## config.mk

```make
export PLATFORM = sky130hd
export DESIGN_NAME = line_pixel_stepper_top
export DESIGN_NICKNAME = d
export VERILOG_FILES = /design/src/lps_pkg.sv /design/src/line_pixel_stepper_top.sv
export SDC_FILE = /design/constraint.sdc
export NUM_CORES = 1
export LEC_CHECK = 0
export BUFFER_PORTS_ARGS = -buffer_cell sky130_fd_sc_hd__buf_2
export CORE_UTILIZATION = 55
export CTS_BUF_LIST = sky130_fd_sc_hd__clkbuf_8
export CTS_CLUSTER_SIZE = 16
export DETAILED_ROUTE_END_ITERATION = 8
export PLACE_DENSITY = 0.79
export SKIP_CTS_REPAIR_TIMING = 1
export SYNTH_ARGS = -nofsm -noshare
export SYNTH_HDL_FRONTEND = slang
export SYNTH_SLANG_ARGS = --single-unit
export TNS_END_PERCENT = 20
```

## constraint.sdc

```tcl
create_clock -name aclk -period 11.15 [get_ports aclk]
set_input_delay 0 -clock aclk [delete_from_list [all_inputs] [get_ports aclk]]
set_output_delay 0 -clock aclk [all_outputs]
set_load 0.005 [all_outputs]
```

## src/lps_pkg.sv

```systemverilog
// ----------------------------------------------------------------------------
// lps_pkg
// Shared types and constants for the line pixel stepper.
// ----------------------------------------------------------------------------
`default_nettype none

package lps_pkg;

    localparam int COORD_BITS_DEF = 16;
    localparam int PIX_BITS       = 16;
    localparam int COLOR_BITS     = 32;
    localparam int DIM_BITS       = 13;
    localparam int CFG_ADDR_BITS  = 1;
    localparam int KIND_BITS      = 2;

    localparam logic [DIM_BITS-1:0] FRAME_WIDTH_RST  = 13'd640;
    localparam logic [DIM_BITS-1:0] FRAME_HEIGHT_RST = 13'd480;

    localparam logic [7:0] ALPHA_OPAQUE = 8'd255;
    localparam logic [7:0] ALPHA_CLEAR  = 8'd0;

    typedef enum logic [CFG_ADDR_BITS-1:0] {
        REG_FRAME_WIDTH  = 1'b0,
        REG_FRAME_HEIGHT = 1'b1
    } cfg_reg_t;

    typedef enum logic [KIND_BITS-1:0] {
        KIND_NONE   = 2'd0,
        KIND_DIRECT = 2'd1,
        KIND_BLEND  = 2'd2
    } write_kind_t;

endpackage

`default_nettype wire

```

## src/line_pixel_stepper_top.sv

```systemverilog
// ----------------------------------------------------------------------------
// line_pixel_stepper_top
// Integer line rasteriser: a load word latches a line, each tick word
// emits the next pixel with its clip/alpha classification.
// ----------------------------------------------------------------------------
// A load word (s_req_type 0) latches start, end and colour and gives no
// output word. Each tick word (s_req_type 1) while a line is in progress
// gives one pixel word in the next cycle; ticks with no line in progress are
// absorbed. The end point is not drawn, and the final pixel carries m_last.
// One word is accepted every cycle as long as the output register is free
// or being drained; the stepping add, compare and conditional subtract on
// the error term all complete in that cycle, so throughput is one pixel
// per clock.
`default_nettype none

module line_pixel_stepper_top
    import lps_pkg::*;
#(
    parameter int COORD_BITS = COORD_BITS_DEF
) (
    input  wire logic                         aclk,
    input  wire logic                         aresetn,

    input  wire logic                         cfg_wr_en,
    input  wire logic [CFG_ADDR_BITS-1:0]     cfg_addr,
    input  wire logic [DIM_BITS-1:0]          cfg_wdata,

    input  wire logic                         s_valid,
    output      logic                         s_ready,
    input  wire logic                         s_req_type,
    input  wire logic signed [COORD_BITS-1:0] s_start_x,
    input  wire logic signed [COORD_BITS-1:0] s_start_y,
    input  wire logic signed [COORD_BITS-1:0] s_end_x,
    input  wire logic signed [COORD_BITS-1:0] s_end_y,
    input  wire logic [COLOR_BITS-1:0]        s_line_color,

    output      logic                         m_valid,
    input  wire logic                         m_ready,
    output      logic signed [PIX_BITS-1:0]   m_pixel_x,
    output      logic signed [PIX_BITS-1:0]   m_pixel_y,
    output      logic [COLOR_BITS-1:0]        m_pixel_color,
    output      logic [KIND_BITS-1:0]         m_write_kind,
    output      logic                         m_last
);

    localparam int ERR_W = COORD_BITS + 3;
    localparam int DIF_W = COORD_BITS + 1;
    localparam int EXT_W = (COORD_BITS > PIX_BITS) ? COORD_BITS : PIX_BITS;
    localparam int CMP_W = ((COORD_BITS > DIM_BITS) ? COORD_BITS : DIM_BITS) + 1;

    logic [DIM_BITS-1:0]          frame_width_reg;
    logic [DIM_BITS-1:0]          frame_height_reg;

    logic                         active_reg,     active_next;
    logic signed [COORD_BITS-1:0] cur_x_reg,      cur_x_next;
    logic signed [COORD_BITS-1:0] cur_y_reg,      cur_y_next;
    logic signed [COORD_BITS-1:0] stop_reg,       stop_next;
    logic                         x_major_reg,    x_major_next;
    logic                         step_x_neg_reg, step_x_neg_next;
    logic                         step_y_neg_reg, step_y_neg_next;
    logic signed [ERR_W-1:0]      err_acc_reg,    err_acc_next;
    logic [DIF_W-1:0]             err_slope_reg,  err_slope_next;
    logic [DIF_W-1:0]             err_back_reg,   err_back_next;
    logic [COLOR_BITS-1:0]        color_reg,      color_next;

    logic                         m_valid_reg,    m_valid_next;
    logic signed [PIX_BITS-1:0]   m_x_reg,        m_x_next;
    logic signed [PIX_BITS-1:0]   m_y_reg,        m_y_next;
    logic [COLOR_BITS-1:0]        m_color_reg,    m_color_next;
    write_kind_t                  m_kind_reg,     m_kind_next;
    logic                         m_last_reg,     m_last_next;

    logic                         accept;
    logic signed [DIF_W-1:0]      dx_full, dy_full, dx_abs, dy_abs;
    logic [COORD_BITS-1:0]        dx_mag, dy_mag, dmajor, dminor;
    logic                         load_x_major;

    logic signed [ERR_W-1:0]      acc_sum;
    logic                         minor_step;
    logic signed [COORD_BITS-1:0] x_stepped, y_stepped, new_x, new_y;
    logic                         fin;
    logic signed [EXT_W-1:0]      px_ext, py_ext;
    logic signed [CMP_W-1:0]      px_cmp, py_cmp, w_cmp, h_cmp;
    logic                         clipped;
    logic [7:0]                   alpha;
    write_kind_t                  kind;

    assign s_ready = !m_valid_reg || m_ready;
    assign accept  = s_valid && s_ready;

    // Line set-up
    assign dx_full = DIF_W'(s_end_x) - DIF_W'(s_start_x);
    assign dy_full = DIF_W'(s_end_y) - DIF_W'(s_start_y);
    assign dx_abs  = dx_full[DIF_W-1] ? -dx_full : dx_full;
    assign dy_abs  = dy_full[DIF_W-1] ? -dy_full : dy_full;
    assign dx_mag  = dx_abs[COORD_BITS-1:0];
    assign dy_mag  = dy_abs[COORD_BITS-1:0];
    assign load_x_major = dx_mag >= dy_mag;
    assign dmajor  = load_x_major ? dx_mag : dy_mag;
    assign dminor  = load_x_major ? dy_mag : dx_mag;

    // Pixel step
    assign acc_sum    = err_acc_reg + $signed({2'b00, err_slope_reg});
    assign minor_step = !acc_sum[ERR_W-1];
    assign x_stepped  = step_x_neg_reg ? cur_x_reg - COORD_BITS'(1) : cur_x_reg + COORD_BITS'(1);
    assign y_stepped  = step_y_neg_reg ? cur_y_reg - COORD_BITS'(1) : cur_y_reg + COORD_BITS'(1);
    assign new_x      = (x_major_reg || minor_step) ? x_stepped : cur_x_reg;
    assign new_y      = (!x_major_reg || minor_step) ? y_stepped : cur_y_reg;
    assign fin        = x_major_reg ? (new_x == stop_reg) : (new_y == stop_reg);

    // Clip and classify
    assign px_ext  = EXT_W'(cur_x_reg);
    assign py_ext  = EXT_W'(cur_y_reg);
    assign px_cmp  = CMP_W'(cur_x_reg);
    assign py_cmp  = CMP_W'(cur_y_reg);
    assign w_cmp   = $signed(CMP_W'(frame_width_reg));
    assign h_cmp   = $signed(CMP_W'(frame_height_reg));
    assign clipped = px_cmp[CMP_W-1] || py_cmp[CMP_W-1] || (px_cmp >= w_cmp) || (py_cmp >= h_cmp);
    assign alpha   = color_reg[COLOR_BITS-1 -: 8];

    always_comb begin
        if (clipped || alpha == ALPHA_OPAQUE) begin
            kind = KIND_NONE;
        end else if (alpha == ALPHA_CLEAR) begin
            kind = KIND_DIRECT;
        end else begin
            kind = KIND_BLEND;
        end
    end

    always_comb begin
        active_next     = active_reg;
        cur_x_next      = cur_x_reg;
        cur_y_next      = cur_y_reg;
        stop_next       = stop_reg;
        x_major_next    = x_major_reg;
        step_x_neg_next = step_x_neg_reg;
        step_y_neg_next = step_y_neg_reg;
        err_acc_next    = err_acc_reg;
        err_slope_next  = err_slope_reg;
        err_back_next   = err_back_reg;
        color_next      = color_reg;

        m_valid_next = m_valid_reg && !m_ready;
        m_x_next     = m_x_reg;
        m_y_next     = m_y_reg;
        m_color_next = m_color_reg;
        m_kind_next  = m_kind_reg;
        m_last_next  = m_last_reg;

        if (accept) begin
            if (!s_req_type) begin
                color_next      = s_line_color;
                cur_x_next      = s_start_x;
                cur_y_next      = s_start_y;
                step_x_neg_next = dx_full[DIF_W-1] || (dx_full == '0);
                step_y_neg_next = dy_full[DIF_W-1] || (dy_full == '0);
                x_major_next    = load_x_major;
                err_slope_next  = {dminor, 1'b0};
                err_back_next   = {dmajor, 1'b0};
                err_acc_next    = -$signed(ERR_W'(dmajor));
                stop_next       = load_x_major ? s_end_x : s_end_y;
                active_next     = (dmajor != '0);
            end else if (active_reg) begin
                cur_x_next   = new_x;
                cur_y_next   = new_y;
                err_acc_next = minor_step ? acc_sum - $signed({2'b00, err_back_reg}) : acc_sum;
                active_next  = !fin;

                m_valid_next = 1'b1;
                m_x_next     = px_ext[PIX_BITS-1:0];
                m_y_next     = py_ext[PIX_BITS-1:0];
                m_color_next = color_reg;
                m_kind_next  = kind;
                m_last_next  = fin;
            end
        end
    end

    always_ff @(posedge aclk) begin
        if (!aresetn) begin
            frame_width_reg  <= FRAME_WIDTH_RST;
            frame_height_reg <= FRAME_HEIGHT_RST;
        end else if (cfg_wr_en) begin
            unique case (cfg_reg_t'(cfg_addr))
                REG_FRAME_WIDTH:  frame_width_reg  <= cfg_wdata;
                REG_FRAME_HEIGHT: frame_height_reg <= cfg_wdata;
            endcase
        end
    end

    always_ff @(posedge aclk) begin
        if (!aresetn) begin
            active_reg  <= 1'b0;
            m_valid_reg <= 1'b0;
        end else begin
            active_reg  <= active_next;
            m_valid_reg <= m_valid_next;
        end
    end

    always_ff @(posedge aclk) begin
        cur_x_reg      <= cur_x_next;
        cur_y_reg      <= cur_y_next;
        stop_reg       <= stop_next;
        x_major_reg    <= x_major_next;
        step_x_neg_reg <= step_x_neg_next;
        step_y_neg_reg <= step_y_neg_next;
        err_acc_reg    <= err_acc_next;
        err_slope_reg  <= err_slope_next;
        err_back_reg   <= err_back_next;
        color_reg      <= color_next;
        m_x_reg        <= m_x_next;
        m_y_reg        <= m_y_next;
        m_color_reg    <= m_color_next;
        m_kind_reg     <= m_kind_next;
        m_last_reg     <= m_last_next;
    end

    assign m_valid       = m_valid_reg;
    assign m_pixel_x     = m_x_reg;
    assign m_pixel_y     = m_y_reg;
    assign m_pixel_color = m_color_reg;
    assign m_write_kind  = m_kind_reg;
    assign m_last        = m_last_reg;

endmodule

`default_nettype wire
```

==> out/summary.md <==
Count of standard-cell rows: 61. The area of the core came out at 28100 um2. The fraction of power spent switching nets came out at 0.424. The worst path needs 7.53 ns of the cycle, external delays included.

The die covers 29500 um2. The cell depth of the worst flop-to-flop path is 20. For the worst slew margin relative to its limit, the log shows 0.299. The run gives 0 as the number of antenna violations at the first check in global routing. The share of the synthesized area in the top cell type came out at 0.379. For the number of warnings printed during yosys synthesis, the log shows 0. The transition time at the pin with the least slew margin came out at 1.05 ns.

The layer carrying the most global-route usage is met2. The clock net in this run drives a total of 228 sinks. The run finished with clean final reports. With fillers left out, the area of the finished cells amounts to 19000 um2.

Counting instances in the post-synthesis netlist gives the leading cell types as sky130_fd_sc_hd__edfxtp_1, sky130_fd_sc_hd__nand2_1, sky130_fd_sc_hd__ha_1. For the total vias in the final route, the log shows 13.8k. The final setup TNS is 0 ns.

For the net switching component of the power, the log shows 1.92 mW. The tools report the cell-internal power as 2.61 mW. The setup slack of the worst register-to-register path came out at 6.20 ns. The leakage power figure is 8.18 nW. The first TritonRoute pass finished after 6 iterations. The run gives 12.3k as the via count of the first global-routing pass.

The most common cell in the netlist was sky130_fd_sc_hd__edfxtp_1. The logs give 0.54 ns for the latest clock arrival within the worst-skew pair and 15800 um2 for the post-synthesis instance area. The sequential share of power came out at 0.266. The maximum ir drop on the vdd rail was 0.122 mV; the smallest hold slack was 0.00784 ns.

The critical path is of the in2reg type. The number of buffers added on ports is 184, and the share of the clock period used by the worst path is 0.676. For the combinational share of power, the log shows 0.573. In the final routed layout, each cell accounts on average for 20.3 um.

The number of endpoints with negative hold slack in the final report is 0. Among cell families on the critical path, the largest total delay comes from compound AO/OA/AOI/OAI gates. The tools report the number of pins with negative max-slew slack in the final report as 0. Data arrives at the worst endpoint at 7.79 ns.

Path category of the worst min-delay check: in2reg. The die extent in y is 172 um, and the fraction of final layout cells with drive strength greater than 1 is 0.148. Along the worst path, the maximum fanout reaches 43. Synthesis produced a netlist with a net count of 1852. STA puts the critical path data required time at 11.41 ns.

Compared with the post-synthesis result, the final layout area differs by 20.3%. The clock network power share was 0.161. The run gives 0.564 as the effective utilization at floorplan.

Entering global routing, the biggest net connects 77 pins. Counting tap cells, the placed design contains a total of 2123 instances. After global routing the overflow that remains totals 0. After technology mapping, the gate count stands at 1594. The finished layout holds 2310 standard cells, fillers aside.

Dividing the synthesized area by the synthesized cell count gives 9.93 um2. In this run the critical register-to-register path is captured at err_acc_reg[17]. For this run, the top clock speed supported by timing is 133 MHz.

For this block, the routed nets add up to 46900 um of wire. No sink is reached through more buffers than the 3 on the longest clock path. In the routed design, unresolved DRC markers number 0. In this run the remaining antenna-violating nets after routing total 0. Clock tree synthesis selected as its root buffer the cell sky130_fd_sc_hd__clkbuf_8. The met1 usage in global routing is 0.441, and the delay of the slowest critical-path stage is 0.54 ns. In this run, synthesis inferred 200 flip-flops with an integrated enable.

The max-capacitance violation count came out at 0. For the count of boundary I/O pins, the log shows 185. The path with the worst hold slack has its endpoint at err_acc_reg[15].

The placed instance area was 17100 um2. The met2 usage was 0.452. The cell depth of the worst hold path works out to 2.

The slowest stage of the critical path is the sky130_fd_sc_hd__dlygate4sd3_1 cell. The tools report the proportion of synthesized chip area in sequential cells as 0.415. The maximum clock skew at final layout is 0.0207 ns, and the routability congestion estimate is 0.954. The final net count is 2160, and the fraction of registers with async set or reset after synthesis is 0.

The H-tree was split into 2 levels. The final core utilization was 0.678. The worst setup path is launched from a primary input.

Dividing total power by cell area gives a power density of 238 nW/um2. After clock tree synthesis, the clock-pin slew on the worst setup and hold paths is 0.06 ns. The overall fraction of global-route tracks in use is 0.300, and the layout filler cell count is 2180.

After synthesis the netlist holds a flip-flop and latch count of 228. In the post-synthesis netlist, the biggest area contributors are sky130_fd_sc_hd__edfxtp_1, sky130_fd_sc_hd__ha_1, sky130_fd_sc_hd__mux2i_1. Setup violations remaining at the end of the flow were counted as 0.

From left edge to right edge, the die measures 172 um. The logs give 0.0598 for the met3 track demand over resource in global routing and 1463 for the number of DRC markers in iteration 0. The first-pass GRT wire length is 67800 um. Summed over all nets, the half-perimeter wirelength after detailed placement is 34100 um. The startpoint identified for the worst hold timing path is s_req_type. Setup repair after global routing left no endpoint under its margin.

Synthesis instantiated 90 different standard cells from the library. TritonCTS built the clock tree. The number of buffers and inverters on the critical path is 6.

Of all cell types, the one taking the most synthesized area is sky130_fd_sc_hd__edfxtp_1. The most instantiated flip-flop cell in the synthesis netlist is sky130_fd_sc_hd__edfxtp_1. Dividing the detail-routed via count by the number of cells gives 5.99. The CTS buffer count is 39.

The worst setup path is captured at a flop. The worst register-to-register path begins at err_acc_reg[1].
through the flow:
step | power, mW | worst slack (ns)
2_1_floorplan | 3.09 | 5.11
3_3_place_gp | 3.59 | 4.07
3_5_place_dp | 3.66 | 3.86
4_1_cts | 4.40 | 4.37
5_1_grt | 4.85 | 3.01
6_report | 4.53 | 3.62
layer usage:
layer,up-vias,share of wire
li1,6435,-
met1,6601,0.43
met2,719,0.44
met3,86,0.10
met4,0,0.021
met5,-,0
power groups by stage:
stage               combinational, mW  sequential [mW]  clock, mW
floorplan                        1.90             1.19          0
global placement                 2.37             1.22          0
detailed placement               2.44             1.22          0
CTS                              2.46             1.20      0.733
global route                     2.86             1.21      0.775
finish                           2.60             1.20      0.732
final cells by class:
class | count | area, um2 | share of cell area
antenna | 1 | 2.50 | 0.000131
clock buffer | 43 | 592 | 0.0311
clock inverter | 27 | 144 | 0.00755
inverter | 116 | 435 | 0.0229
multi-input combinational | 1207 | 8680 | 0.456
sequential | 228 | 6570 | 0.345
tap | 378 | 473 | 0.0248
timing repair buffer | 310 | 2160 | 0.113
how the worst max path moves through the flow:
| stage | slack [ns] | to | cells past startpoint | from |
|---|---|---|---|---|
| after floorplan | 5.11 | err_acc_reg[8] | 32 | s_end_x[0] |
| after global placement | 4.07 | err_acc_reg[16] | 31 | s_end_x[0] |
| after detailed placement | 3.86 | err_acc_reg[16] | 31 | s_end_x[0] |
| after CTS | 4.37 | err_acc_reg[16] | 31 | s_end_x[0] |
| after global routing | 3.01 | err_acc_reg[12] | 31 | s_start_x[0] |
| final | 3.62 | err_acc_reg[16] | 30 | s_start_x[0] |
layout by cell type, fill, tap and decap left out, types with 11 or more instances in the layout:
cell	n
sky130_fd_sc_hd__a211oi_1	12
sky130_fd_sc_hd__dlygate4sd3_1	116
sky130_fd_sc_hd__buf_2	184
sky130_fd_sc_hd__nor2b_1	13
sky130_fd_sc_hd__and3_1	12
sky130_fd_sc_hd__o211ai_1	18
sky130_fd_sc_hd__o21ai_0	62
sky130_fd_sc_hd__xor2_1	68
sky130_fd_sc_hd__ha_1	136
sky130_fd_sc_hd__inv_1	126
sky130_fd_sc_hd__mux2_2	11
sky130_fd_sc_hd__a21o_1	41
sky130_fd_sc_hd__nor2_1	117
sky130_fd_sc_hd__clkbuf_8	43
sky130_fd_sc_hd__nand3_1	24
sky130_fd_sc_hd__xnor2_1	71
sky130_fd_sc_hd__mux2i_1	65
sky130_fd_sc_hd__nand2b_1	21
sky130_fd_sc_hd__nand2_1	164
sky130_fd_sc_hd__a21oi_1	119
sky130_fd_sc_hd__dfxtp_1	28
sky130_fd_sc_hd__o21a_1	16
sky130_fd_sc_hd__edfxtp_1	200
sky130_fd_sc_hd__or3_1	17
sky130_fd_sc_hd__a21boi_0	23
sky130_fd_sc_hd__nor3_1	23
sky130_fd_sc_hd__o21bai_1	13
cells by family after synthesis:
kind of cell | synth area share
AO/OA/AOI/OAI | 0.169
XOR/XNOR | 0.0838
flip-flops | 0.415
AND/OR/NAND/NOR | 0.129
multiplexers | 0.0489
adder cells (fa/ha/maj) | 0.115
buffers and inverters | 0.0389
No activity file was read; power rests on OpenSTA's default activity.
